==> src/rtl/bdcl_pkg.sv <==
package bdcl_pkg;

  // debounce counter and threshold register width
  localparam int unsigned CntW = 8;
  localparam logic [CntW-1:0] ThreshReset = 8'd5;

  // default button count for the top level
  localparam int unsigned NumButtonsDef = 2;

  // action codes carried in s_axis_tuser
  localparam int unsigned ActW = 2;
  localparam logic [ActW-1:0] ActPoll  = 2'd0;
  localparam logic [ActW-1:0] ActRead  = 2'd1;
  localparam logic [ActW-1:0] ActClear = 2'd2;

  // configuration register index
  localparam logic RegThresh = 1'b0;

  // per-button control, decoded once per accepted transaction
  typedef struct packed {
    logic poll;
    logic clr;
  } btn_ctrl_t;

  // per-button status back to the latch logic
  typedef struct packed {
    logic flip;
    logic live_nxt;
    logic live_cur;
  } btn_stat_t;

endpackage

==> src/rtl/bdcl_btn_cell.sv <==
module bdcl_btn_cell (
  input  logic                      clk_i,
  input  logic                      rst_ni,
  input  bdcl_pkg::btn_ctrl_t       ctrl_i,
  input  logic                      raw_i,
  input  logic [bdcl_pkg::CntW-1:0] thresh_i,
  output bdcl_pkg::btn_stat_t       stat_o
);
  import bdcl_pkg::*;

  logic            cand_q, cand_d;
  logic            live_q, live_d;
  logic [CntW-1:0] cnt_q, cnt_d;
  logic [CntW-1:0] cnt_inc;
  logic            flip;

  // saturating increment
  assign cnt_inc = (cnt_q == '1) ? cnt_q : cnt_q + CntW'(1);

  always_comb begin
    cand_d = cand_q;
    live_d = live_q;
    cnt_d  = cnt_q;
    flip   = 1'b0;
    if (ctrl_i.clr) begin
      cand_d = 1'b0;
      live_d = 1'b0;
      cnt_d  = '0;
    end else if (ctrl_i.poll) begin
      if (raw_i != cand_q) begin
        cand_d = raw_i;
        cnt_d  = '0;
      end else if (raw_i != live_q) begin
        // a threshold of zero acts as one since cnt_inc is at least one
        if (cnt_inc >= thresh_i) begin
          live_d = raw_i;
          cnt_d  = '0;
          flip   = 1'b1;
        end else begin
          cnt_d = cnt_inc;
        end
      end else begin
        cnt_d = '0;
      end
    end
  end

  always_ff @(posedge clk_i or negedge rst_ni) begin
    if (!rst_ni) begin
      cand_q <= 1'b0;
      live_q <= 1'b0;
      cnt_q  <= '0;
    end else begin
      cand_q <= cand_d;
      live_q <= live_d;
      cnt_q  <= cnt_d;
    end
  end

  assign stat_o.flip     = flip;
  assign stat_o.live_nxt = live_d;
  assign stat_o.live_cur = live_q;

endmodule

==> src/rtl/bdcl_out_reg.sv <==
module bdcl_out_reg #(
  parameter int unsigned Width = 8
) (
  input  logic             clk_i,
  input  logic             rst_ni,
  input  logic             load_i,
  input  logic [Width-1:0] data_i,
  output logic             free_o,
  output logic             valid_o,
  input  logic             ready_i,
  output logic [Width-1:0] data_o
);

  logic             valid_q, valid_d;
  logic [Width-1:0] data_q;

  // space for a new result when empty or when the held one leaves now
  assign free_o = !valid_q || ready_i;

  always_comb begin
    valid_d = valid_q;
    if (load_i) begin
      valid_d = 1'b1;
    end else if (ready_i) begin
      valid_d = 1'b0;
    end
  end

  always_ff @(posedge clk_i or negedge rst_ni) begin
    if (!rst_ni) begin
      valid_q <= 1'b0;
    end else begin
      valid_q <= valid_d;
    end
  end

  always_ff @(posedge clk_i) begin
    if (load_i) begin
      data_q <= data_i;
    end
  end

  assign valid_o = valid_q;
  assign data_o  = data_q;

endmodule

==> src/rtl/button_debounce_change_latch_unit.sv <==
// channel   | dir | signals                    | contents
// ----------+-----+----------------------------+---------------------------------------
// s_axis    | in  | tvalid/tready/tdata/tuser  | tuser: action; tdata: raw_buttons
// m_axis    | out | tvalid/tready/tdata        | any_event, change_mask_read, live_state,
//           |     |                            | press_events, irq_pending
// apb       | in  | psel/penable/pwrite/paddr  | debounce_threshold at byte address 0
//
// every button cell and the change latch update in the cycle the input
// transaction is accepted, and the result lands in the output register.
// a new transaction is taken every cycle while the output register is empty or drained.
// the output register stalls input only when it holds a result and m_axis_tready is low.
// reset clears all button state and the latch and loads the threshold with five.
module button_debounce_change_latch_unit #(
  parameter int unsigned NumButtons = bdcl_pkg::NumButtonsDef
) (
  input  logic                                     clk_i,
  input  logic                                     rst_ni,
  // slave stream
  input  logic                                     s_axis_tvalid,
  output logic                                     s_axis_tready,
  // raw_buttons from bit 0
  input  logic [((NumButtons+7)/8)*8-1:0]          s_axis_tdata,
  // action
  input  logic [bdcl_pkg::ActW-1:0]                s_axis_tuser,
  // master stream
  output logic                                     m_axis_tvalid,
  input  logic                                     m_axis_tready,
  // from bit 0: any_event, change_mask_read, live_state, press_events, irq_pending
  output logic [((3*NumButtons+2+7)/8)*8-1:0]      m_axis_tdata,
  // configuration
  input  logic                                     psel,
  input  logic                                     penable,
  input  logic                                     pwrite,
  input  logic [2:0]                               paddr,
  input  logic [31:0]                              pwdata,
  output logic [31:0]                              prdata,
  output logic                                     pready
);
  import bdcl_pkg::*;

  localparam int unsigned OutW  = 3 * NumButtons + 2;
  localparam int unsigned OutTW = ((OutW + 7) / 8) * 8;

  // configuration register
  logic [CntW-1:0] thresh_q;
  logic            cfg_we;

  assign pready = 1'b1;
  assign cfg_we = psel && penable && pwrite && (paddr[2] == RegThresh);

  always_ff @(posedge clk_i or negedge rst_ni) begin
    if (!rst_ni) begin
      thresh_q <= ThreshReset;
    end else if (cfg_we) begin
      thresh_q <= pwdata[CntW-1:0];
    end
  end

  assign prdata = (paddr[2] == RegThresh) ? 32'(thresh_q) : '0;

  // input transaction decode
  logic                  out_free;
  logic                  in_acc;
  logic [ActW-1:0]       action;
  logic [NumButtons-1:0] raw;
  btn_ctrl_t             ctrl;
  logic                  act_read;

  assign s_axis_tready = out_free;
  assign in_acc        = s_axis_tvalid && out_free;
  assign action        = s_axis_tuser;
  assign raw           = s_axis_tdata[NumButtons-1:0];
  assign ctrl.poll     = in_acc && (action == ActPoll);
  assign ctrl.clr      = in_acc && (action == ActClear);
  assign act_read      = in_acc && (action == ActRead);

  // button cells
  btn_stat_t             stat [NumButtons];
  logic [NumButtons-1:0] flips;
  logic [NumButtons-1:0] live_nxt;
  logic [NumButtons-1:0] live_cur;

  for (genvar b = 0; b < NumButtons; b++) begin : g_btn
    bdcl_btn_cell u_cell (
      .clk_i   (clk_i),
      .rst_ni  (rst_ni),
      .ctrl_i  (ctrl),
      .raw_i   (raw[b]),
      .thresh_i(thresh_q),
      .stat_o  (stat[b])
    );
    assign flips[b]    = stat[b].flip;
    assign live_nxt[b] = stat[b].live_nxt;
    assign live_cur[b] = stat[b].live_cur;
  end

  // change, press and interrupt latch
  logic [NumButtons-1:0] changed_q, changed_d;
  logic [NumButtons-1:0] pressed_q, pressed_d;
  logic                  irq_q, irq_d;
  logic                  any_event;

  assign any_event = |flips;

  always_comb begin
    changed_d = changed_q;
    pressed_d = pressed_q;
    irq_d     = irq_q;
    if (ctrl.clr || act_read) begin
      changed_d = '0;
      pressed_d = '0;
      irq_d     = 1'b0;
    end else if (ctrl.poll) begin
      // press latches on rising edges only
      changed_d = changed_q | flips;
      pressed_d = pressed_q | (flips & raw);
      irq_d     = irq_q | any_event;
    end
  end

  always_ff @(posedge clk_i or negedge rst_ni) begin
    if (!rst_ni) begin
      changed_q <= '0;
      pressed_q <= '0;
      irq_q     <= 1'b0;
    end else begin
      changed_q <= changed_d;
      pressed_q <= pressed_d;
      irq_q     <= irq_d;
    end
  end

  // result packing
  logic [NumButtons-1:0] mask_read;
  logic [OutW-1:0]       result;

  assign mask_read = act_read ? changed_q : '0;
  assign result    = {irq_d, pressed_d, live_nxt, mask_read, ctrl.poll && any_event};

  bdcl_out_reg #(
    .Width(OutTW)
  ) u_out (
    .clk_i  (clk_i),
    .rst_ni (rst_ni),
    .load_i (in_acc),
    .data_i (OutTW'(result)),
    .free_o (out_free),
    .valid_o(m_axis_tvalid),
    .ready_i(m_axis_tready),
    .data_o (m_axis_tdata)
  );

  // the interrupt flag mirrors a pending change bit
  a_irq_matches_change: assert property (@(posedge clk_i) disable iff (!rst_ni)
    irq_q == (|changed_q))
    else $error("irq flag out of step with change mask");

  // a press is always also a change
  a_press_in_change: assert property (@(posedge clk_i) disable iff (!rst_ni)
    (pressed_q & ~changed_q) == '0)
    else $error("press bit without change bit");

  // live levels move only on an accepted poll or clear
  a_live_hold: assert property (@(posedge clk_i) disable iff (!rst_ni)
    !(ctrl.poll || ctrl.clr) |=> $stable(live_cur))
    else $error("live state moved without poll");

  // clear all empties the latch and the live levels
  a_clear_all: assert property (@(posedge clk_i) disable iff (!rst_ni)
    ctrl.clr |=> (live_cur == '0) && (changed_q == '0) && !irq_q)
    else $error("clear left state behind");

endmodule
==> config.mk <==
export PLATFORM = sky130hd
export DESIGN_NAME = button_debounce_change_latch_unit
export DESIGN_NICKNAME = d
export VERILOG_FILES = /design/src/rtl/bdcl_pkg.sv /design/src/rtl/bdcl_btn_cell.sv /design/src/rtl/bdcl_out_reg.sv /design/src/rtl/button_debounce_change_latch_unit.sv
export SDC_FILE = /design/constraint.sdc
export NUM_CORES = 1
export LEC_CHECK = 0
export CAP_MARGIN = 0
export CORE_MARGIN = 2
export CORE_UTILIZATION = 25
export CTS_BUF_LIST = sky130_fd_sc_hd__clkbuf_4
export CTS_CLUSTER_SIZE = 16
export DETAILED_ROUTE_END_ITERATION = 10
export DONT_BUFFER_PORTS = 1
export PLACE_DENSITY_LB_ADDON = 0.15
export SLEW_MARGIN = 10
export SYNTH_ARGS = -nofsm -noshare
export SYNTH_HDL_FRONTEND = slang
export SYNTH_SLANG_ARGS = --single-unit
==> constraint.sdc <==
create_clock -name clk_i -period 3.2 [get_ports clk_i]
set_input_delay 0.64 -clock clk_i [delete_from_list [all_inputs] [get_ports clk_i]]
set_output_delay 0.64 -clock clk_i [all_outputs]
set_load 0.03 [all_outputs]
==> summary.md, run 1 <==
| Metric | Value |
|---|---|
| Cell area after synthesis | 2740 sq um |
| IO Pins | 95 |
| #FFs+latches synth | 42 |
| Final antenna-violating net count | 0 |
| Setup TNS | 0 ns |
| Root buf cell | clkbuf_4 |
| Core Area | 10700 sq um |
| Setup slack after layout | 0.168 ns |
| Initial DRC count | 71 |
| TritonCTS Buffers | 5 |
| CP endpoint kind | register |
| First-pass GRT wire length | 9700 um |
| Die area | 11800 sq um |
| Post-synth ARST share | 0.810 |
| R2r startpoint | g_btn[0].u_cell.cnt_q[0]$_DFFE_PN0P_ |
| Startpoint types | register |
| Max_slew headroom | 0.610 |
| Yosys top cell area share | 0.292 |
| Setup WS pre-CTS | 0.153 ns |
| Via density | 4.59 |
| DRC Markers | 0 |
| Power Density | 407 nW/um^2 |
| GRT Total Usage | 0.109 |
| Top cells by area, synth | dfrtp_1 29%, edfxtp_1 8.8%, ha_1 8.2% |
| Worst R2R Path Depth | 11 |
| CTS tree | built |
| Mapped Cells | 270 |
| Max Slew Vio Count | 0 |
| H-tree levels | 2 |
| Most common cell in the netlist | dfrtp_1 |
| Drt first pass iters | 4 |
| WP data arrival | 3.15 ns |
| Leading area contributor after synthesis | dfrtp_1 |
| Initial antenna violation count | 0 |
| Ys flop type | dfrtp_1 |
| Period utilization | 0.947 |
| Crit. Startpoint | g_btn[0].u_cell.cnt_q[0]$_DFFE_PN0P_ |
| Reg2Reg Capture Point | u_out.data_o[7]$_DFFE_PP_ |
| Fmax | 330 MHz |
| Leakage | 0.00137 uW |
| Crit path kind | register to register |
| Initial core utilization | 0.255 |
| Nets | 349 |
| Grt ovf | 0 |
| Largest net degree at the start of global routing | 33 |
| Worst Hold Class | input pin to asynchronous set/reset pin |
| Synthesized area per cell | 10.1 sq um |
| Slew @ Worst Pin | 0.579 ns |
| HPWL Detailed | 4520 um |
| Max VDD drop | 160 uV |
| Row Count | 38 |
| Clk sinks | 42 |
| ANT cells | 0 |
| Post-synthesis sequential area ratio | 0.399 |
| Final GP Congestion | 0.696 |
| Post-synth EDFFs | 8 |
| Worst path required time | 3.32 ns |
| Area Growth Syn to Fin | 7.12% |
| Syn. warnings | 0 |
| Die height | 109 um |
| RSZ-0062 raised after global routing | no |
| Number of global-route vias before repair | 1845 |
| Routed via count | 1928 |
| Clock buffer depth | 2 |
| Count of cell types in the netlist | 58 |
| Routed WL | 6080 um |
| Top cells by count, synth | 32 x dfrtp_1, 25 x buf_4, 22 x nand2_1 |
| Final setup vio count | 0 |
| Die X | 109 um |
| Reg-to-reg setup timing slack | 0.17 ns |
| Min Clock Period, post-route | 3.03 ns |
| Wirelength per Cell | 14.5 um |
| Ratio of cells with drive above 1 in the final layout | 0.154 |
| Critical Path Fanout Max | 6 |
| Max-cap viol count | 0 |
| Worst-path clk slew | 0.14 ns |
| Final hold viol count | 0 |
| Worst skew pair latency | 0.36 ns |
| Final Skew | 0.00983 ns |
| Status | finished, final reports clean |
| Port Buf Inserts | 0 |
-- power breakdown --
part | internal [uW] | total [uW] | leakage, uW | switching, uW
Combinational | 93.5 | 291 | 0.000829 | 197
Sequential | 590 | 631 | 0.000516 | 41.0
Clock | 82.0 | 272 | 0.0000286 | 190
Total | 766 | 1190 | 0.00137 | 428
-- worst max-delay path: stages, from the launching register on --
cell and delay [ns]:
dfrtp_1 0.46, ha_2 0.28, nand2_1 0.11, nor2_1 0.16, nand3b_1 0.09, o21a_1 0.14, ha_1 0.29, a21o_1 0.18
a221o_1 0.41, a21o_4 0.24, nor2b_4 0.14, a211o_1 0.29
-- area by class of cell --
| cell class | count | area [sq um] |
|---|---|---|
| Fill cell | 1168 | 7810 |
| Multi-Input combinational cell | 211 | 1500 |
| Sequential cell | 42 | 1090 |
| Tap cell | 140 | 175 |
| Timing Repair Buffer | 9 | 80.1 |
| Clock buffer | 5 | 37.5 |
| Inverter | 10 | 37.5 |
| Clock inverter | 3 | 16.3 |
-- cell usage in the layout (no fill, tap or decap), drive strengths merged, types with 2 or more instances in the layout --
master / n
inv: 10
mux2: 10
o211ai: 2
mux2i: 3
xnor2: 4
edfxtp: 8
nor3: 2
conb: 25
o2111ai: 2
nor2: 19
o41ai: 2
and3: 9
o21a: 7
a21oi: 6
and3b: 2
a21o: 10
dfrtp: 32
a32o: 5
nand2: 22
a22o: 5
a31oi: 4
o22a: 2
o21ai: 6
buf: 9
nand2b: 4
nand4: 2
dfstp: 2
nor3b: 4
clkbuf: 5
ha: 18
nor2b: 8
and4: 2
clkinv: 2
nand3: 12
-- through the flow --
stage	utilization	std cells	total power, uW	hold WS [ns]	area, sq um
floorplan	-	293	891	0.344	2830
global placement	0.265	411	919	0.346	2850
detailed placement	0.265	411	926	0.345	2850
CTS	0.272	420	1220	0.0507	2930
global route	0.273	420	1280	0.0367	2940
finish	0.273	420	1190	0.0873	2940
-- routing by layer --
metal / part of all wire / routed length, um / GRT usage
met3: 0.053 / 320 / 0.0305
met2: 0.43 / 2630 / 0.169
met5: 0 / 0 / 0
met4: 0.012 / 71 / 0.0284
met1: 0.50 / 3050 / 0.151
-- state kept, by name, indices dropped and copies added (netlist names) --
name                 cells
changed_q                2
thresh_q                 8
u_out.valid_o            1
g_btn.u_cell.live_q      2
g_btn.u_cell.cnt_q      16
pressed_q                2
u_out.data_o             8
g_btn.u_cell.cand_q      2
irq_q                    1
-- repair_timing --
| action | CTS | global route |
|---|---|---|
| resized for setup | 0 | 2 |
| hold endpoints to repair | 32 | 0 |
| endpoints found under the setup margin | 0 | 4 |
| hold buffers | 1 | 0 |
| buffers inserted | 0 | 0 |
-- worst max-delay path by stage --
stage | endpoint | slack [ns] | cells after the start
after floorplan | u_out.data_o[7]$_DFFE_PP_ | 0.36 | 11
after global placement | u_out.data_o[7]$_DFFE_PP_ | 0.12 | 11
after detailed placement | u_out.data_o[7]$_DFFE_PP_ | 0.15 | 11
after CTS | u_out.data_o[7]$_DFFE_PP_ | 0.12 | 11
after global routing | u_out.data_o[7]$_DFFE_PP_ | 0.006 | 11
final | u_out.data_o[7]$_DFFE_PP_ | 0.17 | 11
-- cell families (layout without fill, tap and decap cells) --
logic type | count (synthesis) | in the layout | share of synthesized area
flops | 42 | 42 | 0.399
xor+xnor | 5 | 5 | 0.0160
mux | 13 | 13 | 0.0521
fa+ha+maj | 18 | 18 | 0.0822
other cells | 2 | 25 | 0.00274
simple gates | 93 | 93 | 0.185
buf+inv | 40 | 27 | 0.0900
compound gates | 57 | 57 | 0.173
(Power assumes the default switching activity.)
==> run 2, diff against run 1 <==
- ABC_AREA: default -> 1
==> summary.md, run 2 <==
| Metric | Value |
|---|---|
| Status | finished, final reports clean |
| First-pass GRT wire length | 9510 um |
| Worst path required time | 3.35 ns |
| Commonest cells after routing, fill and taps aside | 84 x nand2_1, 49 x inv_1, 36 x nor2_1, 32 x dfrtp_1, 25 x conb_1 |
| Grt ovf | 0 |
| Max-cap viol count | 0 |
| Finished Cell Area | 2940 sq um |
| Drt first pass iters | 4 |
| Area Growth Syn to Fin | 6.58% |
| #FFs+latches synth | 42 |
| Post-layout total power | 1280 uW |
| Final antenna-violating net count | 0 |
| Die height | 109 um |
| Mapped Cells | 346 |
| Initial DRC count | 57 |
| Via density | 4.02 |
| R2r startpoint | g_btn[1].u_cell.cnt_q[0]$_DFFE_PN0P_ |
| Comb power frac | 0.182 |
| Worst Hold Class | input pin to asynchronous set/reset pin |
| Routed WL | 5880 um |
| Die area | 11900 sq um |
| Clk network pwr share | 0.341 |
| Internal cell power | 875 uW |
| Ratio of cells with drive above 1 in the final layout | 0.100 |
| Nets | 419 |
| RSZ-0062 raised after global routing | no |
| Number of global-route vias before repair | 1927 |
| WP data arrival | 2.91 ns |
| Row Count | 38 |
| Root buf cell | clkbuf_4 |
| Initial antenna violation count | 0 |
| Most common cell in the netlist | nand2_1 |
| Ys flop type | dfrtp_1 |
| Synth Area in Compound Gates | 0.0866 |
| Setup TNS | 0 ns |
| Critical Path Fanout Max | 7 |
| Period utilization | 0.865 |
| CTS tree | built |
| Max VDD drop | 233 uV |
| Setup WS pre-CTS | 0.399 ns |
| Combinational family with the most area after synthesis | simple AND/OR/NAND/NOR gates |
| Wirelength per Cell | 12.0 um |
| Register share of total power | 0.477 |
| Port Buf Inserts | 0 |
| Die X | 109 um |
| Reg2Reg Capture Point | u_out.data_o[7]$_DFFE_PP_ |
| P_sw | 401 uW |
| Largest net degree at the start of global routing | 33 |
| Synth Area in XOR/XNOR | 0.0313 |
| Reg-to-reg setup timing slack | 0.43 ns |
| Startpoint types | register |
| Worst skew pair latency | 0.37 ns |
| Post-Synth Simple-Gate Area | 0.254 |
| ANT cells | 0 |
| GRT Total Usage | 0.106 |
| Worst R2R Path Depth | 19 |
| Core Area | 10800 sq um |
| Mux contribution to synthesized area | 0 |
| Leakage | 0.00156 uW |
| Final GP Congestion | 0.777 |
| Fmax | 361 MHz |
| Bufs and invs on worst path | 3 |
| Final setup vio count | 0 |
| Cell area after synthesis | 2760 sq um |
| CP delay by family, top | simple AND/OR/NAND/NOR gates |
| Clk sinks | 42 |
| Min Clock Period, post-route | 2.77 ns |
| Adder-cell share of the synthesized area | 0.0816 |
| Max_slew headroom | 0.580 |
| Slew @ Worst Pin | 0.627 ns |
| Initial core utilization | 0.256 |
| Power Density | 434 nW/um^2 |
| Top reg by flops | g_btn.u_cell.cnt_q |
| Synthesized area per cell | 7.97 sq um |
| Count of cell types in the netlist | 36 |
| Critical Path, Cell by Cell | ha_1 -> nand2_1 -> nor2_1 -> nand2_1 -> inv_1 -> or2_2 -> nand2_1 -> inv_1 -> ha_1 -> nand2_1 -> nor2_1 -> nor2_1 -> nand2_1 -> nand2_1 -> nand2_1 -> nand2_1 -> nand3_1 -> nand2_1 -> inv_1 |
| Setup slack after layout | 0.433 ns |
| IO Pins | 95 |
| Crit path kind | register to register |
| Syn. warnings | 0 |
| Post-synth ARST share | 0.810 |
| Top cells by area, synth | dfrtp_1 29%, nand2_1 11%, edfxtp_1 8.7% |
| Leading area contributor after synthesis | dfrtp_1 |
| Yosys top cell area share | 0.290 |
| DRC Markers | 0 |
| Post-synth EDFFs | 8 |
| Top cells by count, synth | 84 x nand2_1, 49 x inv_1, 36 x nor2_1 |
| Clock buffer depth | 2 |
| H-tree levels | 2 |
| Post-synthesis sequential area ratio | 0.396 |
| CP max-delay cell | dfrtp_1 |
| Final hold viol count | 0 |
| CP endpoint kind | register |
| Final Skew | 0.0111 ns |
| Net Sw Frac | 0.314 |
| Most common cell after layout, fill and taps aside | nand2_1 |
| Max FFs per register | 16 |
| DP Area | 2820 sq um |
| HPWL Detailed | 4390 um |
| TritonCTS Buffers | 5 |
| CP max stage delay | 0.42 ns |
| Worst-path clk slew | 0.14 ns |
| Most frequent CP cell | nand2_1 |
| Routed via count | 1971 |
| Max Slew Vio Count | 0 |
## run 2: stage by stage
stage,hold slack (ns),utilization,cells
global route,0.0617,0.272,490
floorplan,0.344,-,369
detailed placement,0.347,0.261,481
finish,0.0842,0.272,490
CTS,0.0877,0.272,490
global placement,0.346,0.261,481
## run 2: timing repair
action | 4_1_cts | 5_1_grt
endpoints found under the hold margin | 32 | 0
setup buffers | 0 | 0
hold buffers | 1 | 0
resized for setup | 0 | 0
## run 2: layout make-up
| class | instances | area, sq um |
|---|---|---|
| fillers | 1159 | 7850 |
| multi-input cells | 245 | 1350 |
| flip-flops and latches | 42 | 1090 |
| inverters | 54 | 204 |
| well taps | 140 | 175 |
| clock inverters | 3 | 63.8 |
| clock buffers | 5 | 37.5 |
| repair buffers | 1 | 20.0 |
## run 2: power by group through the flow
stage	combinational [uW]	clock, uW	sequential (uW)
after global placement	221	0	619
after global routing	261	465	614
after floorplan	212	0	616
after detailed placement	225	0	619
after CTS	238	447	609
final	233	435	608
## run 2: kinds of logic (layout without fill, tap and decap cells)
family                     after synthesis  in the layout
other                                    2             25
xor gates and xnor gates                 9              9
adders and majority gates               18             18
and+or+nand+nor                        153            153
DFF                                     42             42
buffers and inverters                   82             63
AOI/OAI and AO/OA                       40             40
## run 2: layer usage
| layer | track usage | wire, um | up-vias |
|---|---|---|---|
| li1 | - | - | 1039 |
| met1 | 0.127 | 2680 | 900 |
| met2 | 0.187 | 2960 | 25 |
| met3 | 0.0221 | 133 | 7 |
| met4 | 0.0330 | 104 | 0 |
| met5 | 0 | 0 | - |
## run 2: worst max-delay path by stage
stage / slack (ns) / cells after the start / start / to
2_1_floorplan: 0.76 / 19 / g_btn[1].u_cell.cnt_q[0]$_DFFE_PN0P_ / u_out.data_o[7]$_DFFE_PP_
3_3_place_gp: 0.39 / 19 / g_btn[1].u_cell.cnt_q[1]$_DFFE_PN0P_ / u_out.data_o[7]$_DFFE_PP_
3_5_place_dp: 0.40 / 19 / g_btn[1].u_cell.cnt_q[0]$_DFFE_PN0P_ / u_out.data_o[7]$_DFFE_PP_
4_1_cts: 0.39 / 19 / g_btn[1].u_cell.cnt_q[0]$_DFFE_PN0P_ / u_out.data_o[7]$_DFFE_PP_
5_1_grt: 0.08 / 19 / g_btn[1].u_cell.cnt_q[1]$_DFFE_PN0P_ / u_out.data_o[7]$_DFFE_PP_
6_report: 0.43 / 19 / g_btn[1].u_cell.cnt_q[0]$_DFFE_PN0P_ / u_out.data_o[7]$_DFFE_PP_
==> run 3, diff against run 2 <==
- CORE_MARGIN: 2 -> 4
- RECOVER_POWER: default -> 100
==> summary.md, run 3 (synthesis gave the netlist of run 2 again) <==
| Metric | Value |
|---|---|
| Setup slack after layout | 0.439 ns |
| Die height | 113 um |
| Commonest cells after routing, fill and taps aside | 86 x nand2_1, 50 x inv_1, 37 x nor2_1, 32 x dfrtp_1, 25 x conb_1 |
| Critical Path, Cell by Cell | ha_1 -> nand2_1 -> inv_1 -> nand3_1 -> and2_4 -> inv_1 -> ha_1 -> nand2_1 -> nor2_1 -> nor2_1 -> nand2_1 -> nand2_1 -> nand3_1 -> clkinvlp_2 -> nand2_1 -> nand2_1 |
| CP max stage delay | 0.47 ns |
| CTS resizes | 0 |
| Most common cell after layout, fill and taps aside | nand2_1 |
| Failing checks | capacitance limit, slew limit |
| Worst-path clk slew | 0.13 ns |
| Initial DRC count | 45 |
| Number of global-route vias before repair | 1909 |
| R2r startpoint | g_btn[0].u_cell.cnt_q[0]$_DFFE_PN0P_ |
| Final hold viol count | 0 |
| Drt first pass iters | 4 |
| Startpoint types | register |
| Max_slew headroom | -0.240 |
| Status | finished, violations left |
| IO Pins | 95 |
| CTS tree | built |
| Finished Cell Area | 2820 sq um |
| Area Growth Syn to Fin | 2.27% |
| Routed WL | 6060 um |
| Slew @ Worst Pin | 1.86 ns |
| GRT Total Usage | 0.0997 |
| Crit. Startpoint | g_btn[0].u_cell.cnt_q[0]$_DFFE_PN0P_ |
| CP max-delay cell | dfrtp_1 |
| CP endpoint kind | register |
| Critical Path Fanout Max | 8 |
| Final GP Congestion | 0.752 |
| Initial antenna violation count | 0 |
| Leakage | 0.00151 uW |
| Routed via count | 1972 |
| Setup WS pre-CTS | 0.439 ns |
| Wirelength per Cell | 12.4 um |
| Clk sinks | 42 |
| Core Area | 10800 sq um |
| Setup TNS | 0 ns |
| Worst path required time | 3.45 ns |
| Min Clock Period, post-route | 2.76 ns |
| Most frequent CP cell | nand2_1 |
| Worst Hold Class | input pin to asynchronous set/reset pin |
| Nets | 419 |
| H-tree levels | 2 |
| Die area | 12800 sq um |
| Period utilization | 0.863 |
| Ratio of cells with drive above 1 in the final layout | 0.0686 |
| Row Count | 38 |
| DRC Markers | 0 |
| Initial core utilization | 0.255 |
| Worst skew pair latency | 0.35 ns |
| Root buf cell | clkbuf_4 |
| WP data arrival | 3.01 ns |
| TritonCTS Buffers | 5 |
| ANT cells | 0 |
| Max VDD drop | 135 uV |
| Clock buffer depth | 2 |
| Largest net degree at the start of global routing | 33 |
| Port Buf Inserts | 0 |
| Power Density | 394 nW/um^2 |
| Max Slew Vio Count | 33 |
| HPWL Detailed | 4600 um |
| WHS | 0.111 ns |
| Top reg by flops | g_btn.u_cell.cnt_q |
| Final setup vio count | 0 |
| RSZ-0062 raised after global routing | no |
| Postcts setup bufs | 0 |
| Die X | 113 um |
| First-pass GRT wire length | 10100 um |
| Final Skew | 0.00944 ns |
| Fmax | 362 MHz |
| DP Area | 2820 sq um |
| Max FFs per register | 16 |
| Crit path kind | register to register |
| Max-cap viol count | 1 |
| Hold Buf Count CTS | 1 |
| Grt ovf | 0 |
| Final antenna-violating net count | 0 |
| Via density | 4.02 |
[run 3: per-stage QoR]
stage / std cells / util / power (uW)
finish: 490 / 0.260 / 1110
global route: 490 / 0.260 / 1190
floorplan: 369 / - / 828
global placement: 481 / 0.260 / 841
CTS: 490 / 0.267 / 1140
detailed placement: 481 / 0.260 / 844
[run 3: metal layers]
layer | up-vias | global-route usage | routed length [um] | part of all wire
li1 | 1037 | - | - | -
met1 | 906 | 0.126 | 2710 | 0.45
met2 | 23 | 0.173 | 3110 | 0.51
met3 | 6 | 0.0182 | 166 | 0.027
met4 | 0 | 0.0288 | 74 | 0.012
met5 | - | 0 | 0 | 0
[run 3: layout make-up]
cell class              instances  area (sq um)
fillers                      1212          8020
multi-input cells             245          1290
flip-flops and latches         42          1090
inverters                      54           204
well taps                     140           175
clock buffers                   6          45.0
clock inverters                 2          10.0
repair buffers                  1          3.75
[run 3: final timing paths]
| check | slack [ns] | depth (start not counted) | endpoint |
|---|---|---|---|
| worst max-delay path | 0.44 | 16 | g_btn[0].u_cell.cnt_q[1]$_DFFE_PN0P_ |
| worst min-delay path | 0.11 | 0 | thresh_q[2]$_DFFE_PN1P_ |
| worst max register to register | 0.44 | 16 | g_btn[0].u_cell.cnt_q[1]$_DFFE_PN0P_ |
| worst min register to register | 0.52 | 2 | g_btn[0].u_cell.cnt_q[6]$_DFFE_PN0P_ |
| max in group asynchronous | 1.36 | 1 | thresh_q[3]$_DFFE_PN0P_ |
| min in group clk_i | 0.41 | 1 | g_btn[0].u_cell.cand_q$_DFFE_PN0P_ |
[run 3: power breakdown]
part	total (uW)	switching, uW	internal, uW
registers	608	28.0	580
clock network	279	187	92.7
logic	224	175	49.0
total	1110	390	721
[run 3: critical path: cells and delay by family (launching register included)]
| family | cells | cell delay, ns |
|---|---|---|
| and+or+nand+nor | 11 | 1.28 |
| buffers and inverters | 3 | 0.39 |
| DFF | 1 | 0.47 |
| adders and majority gates | 2 | 0.53 |
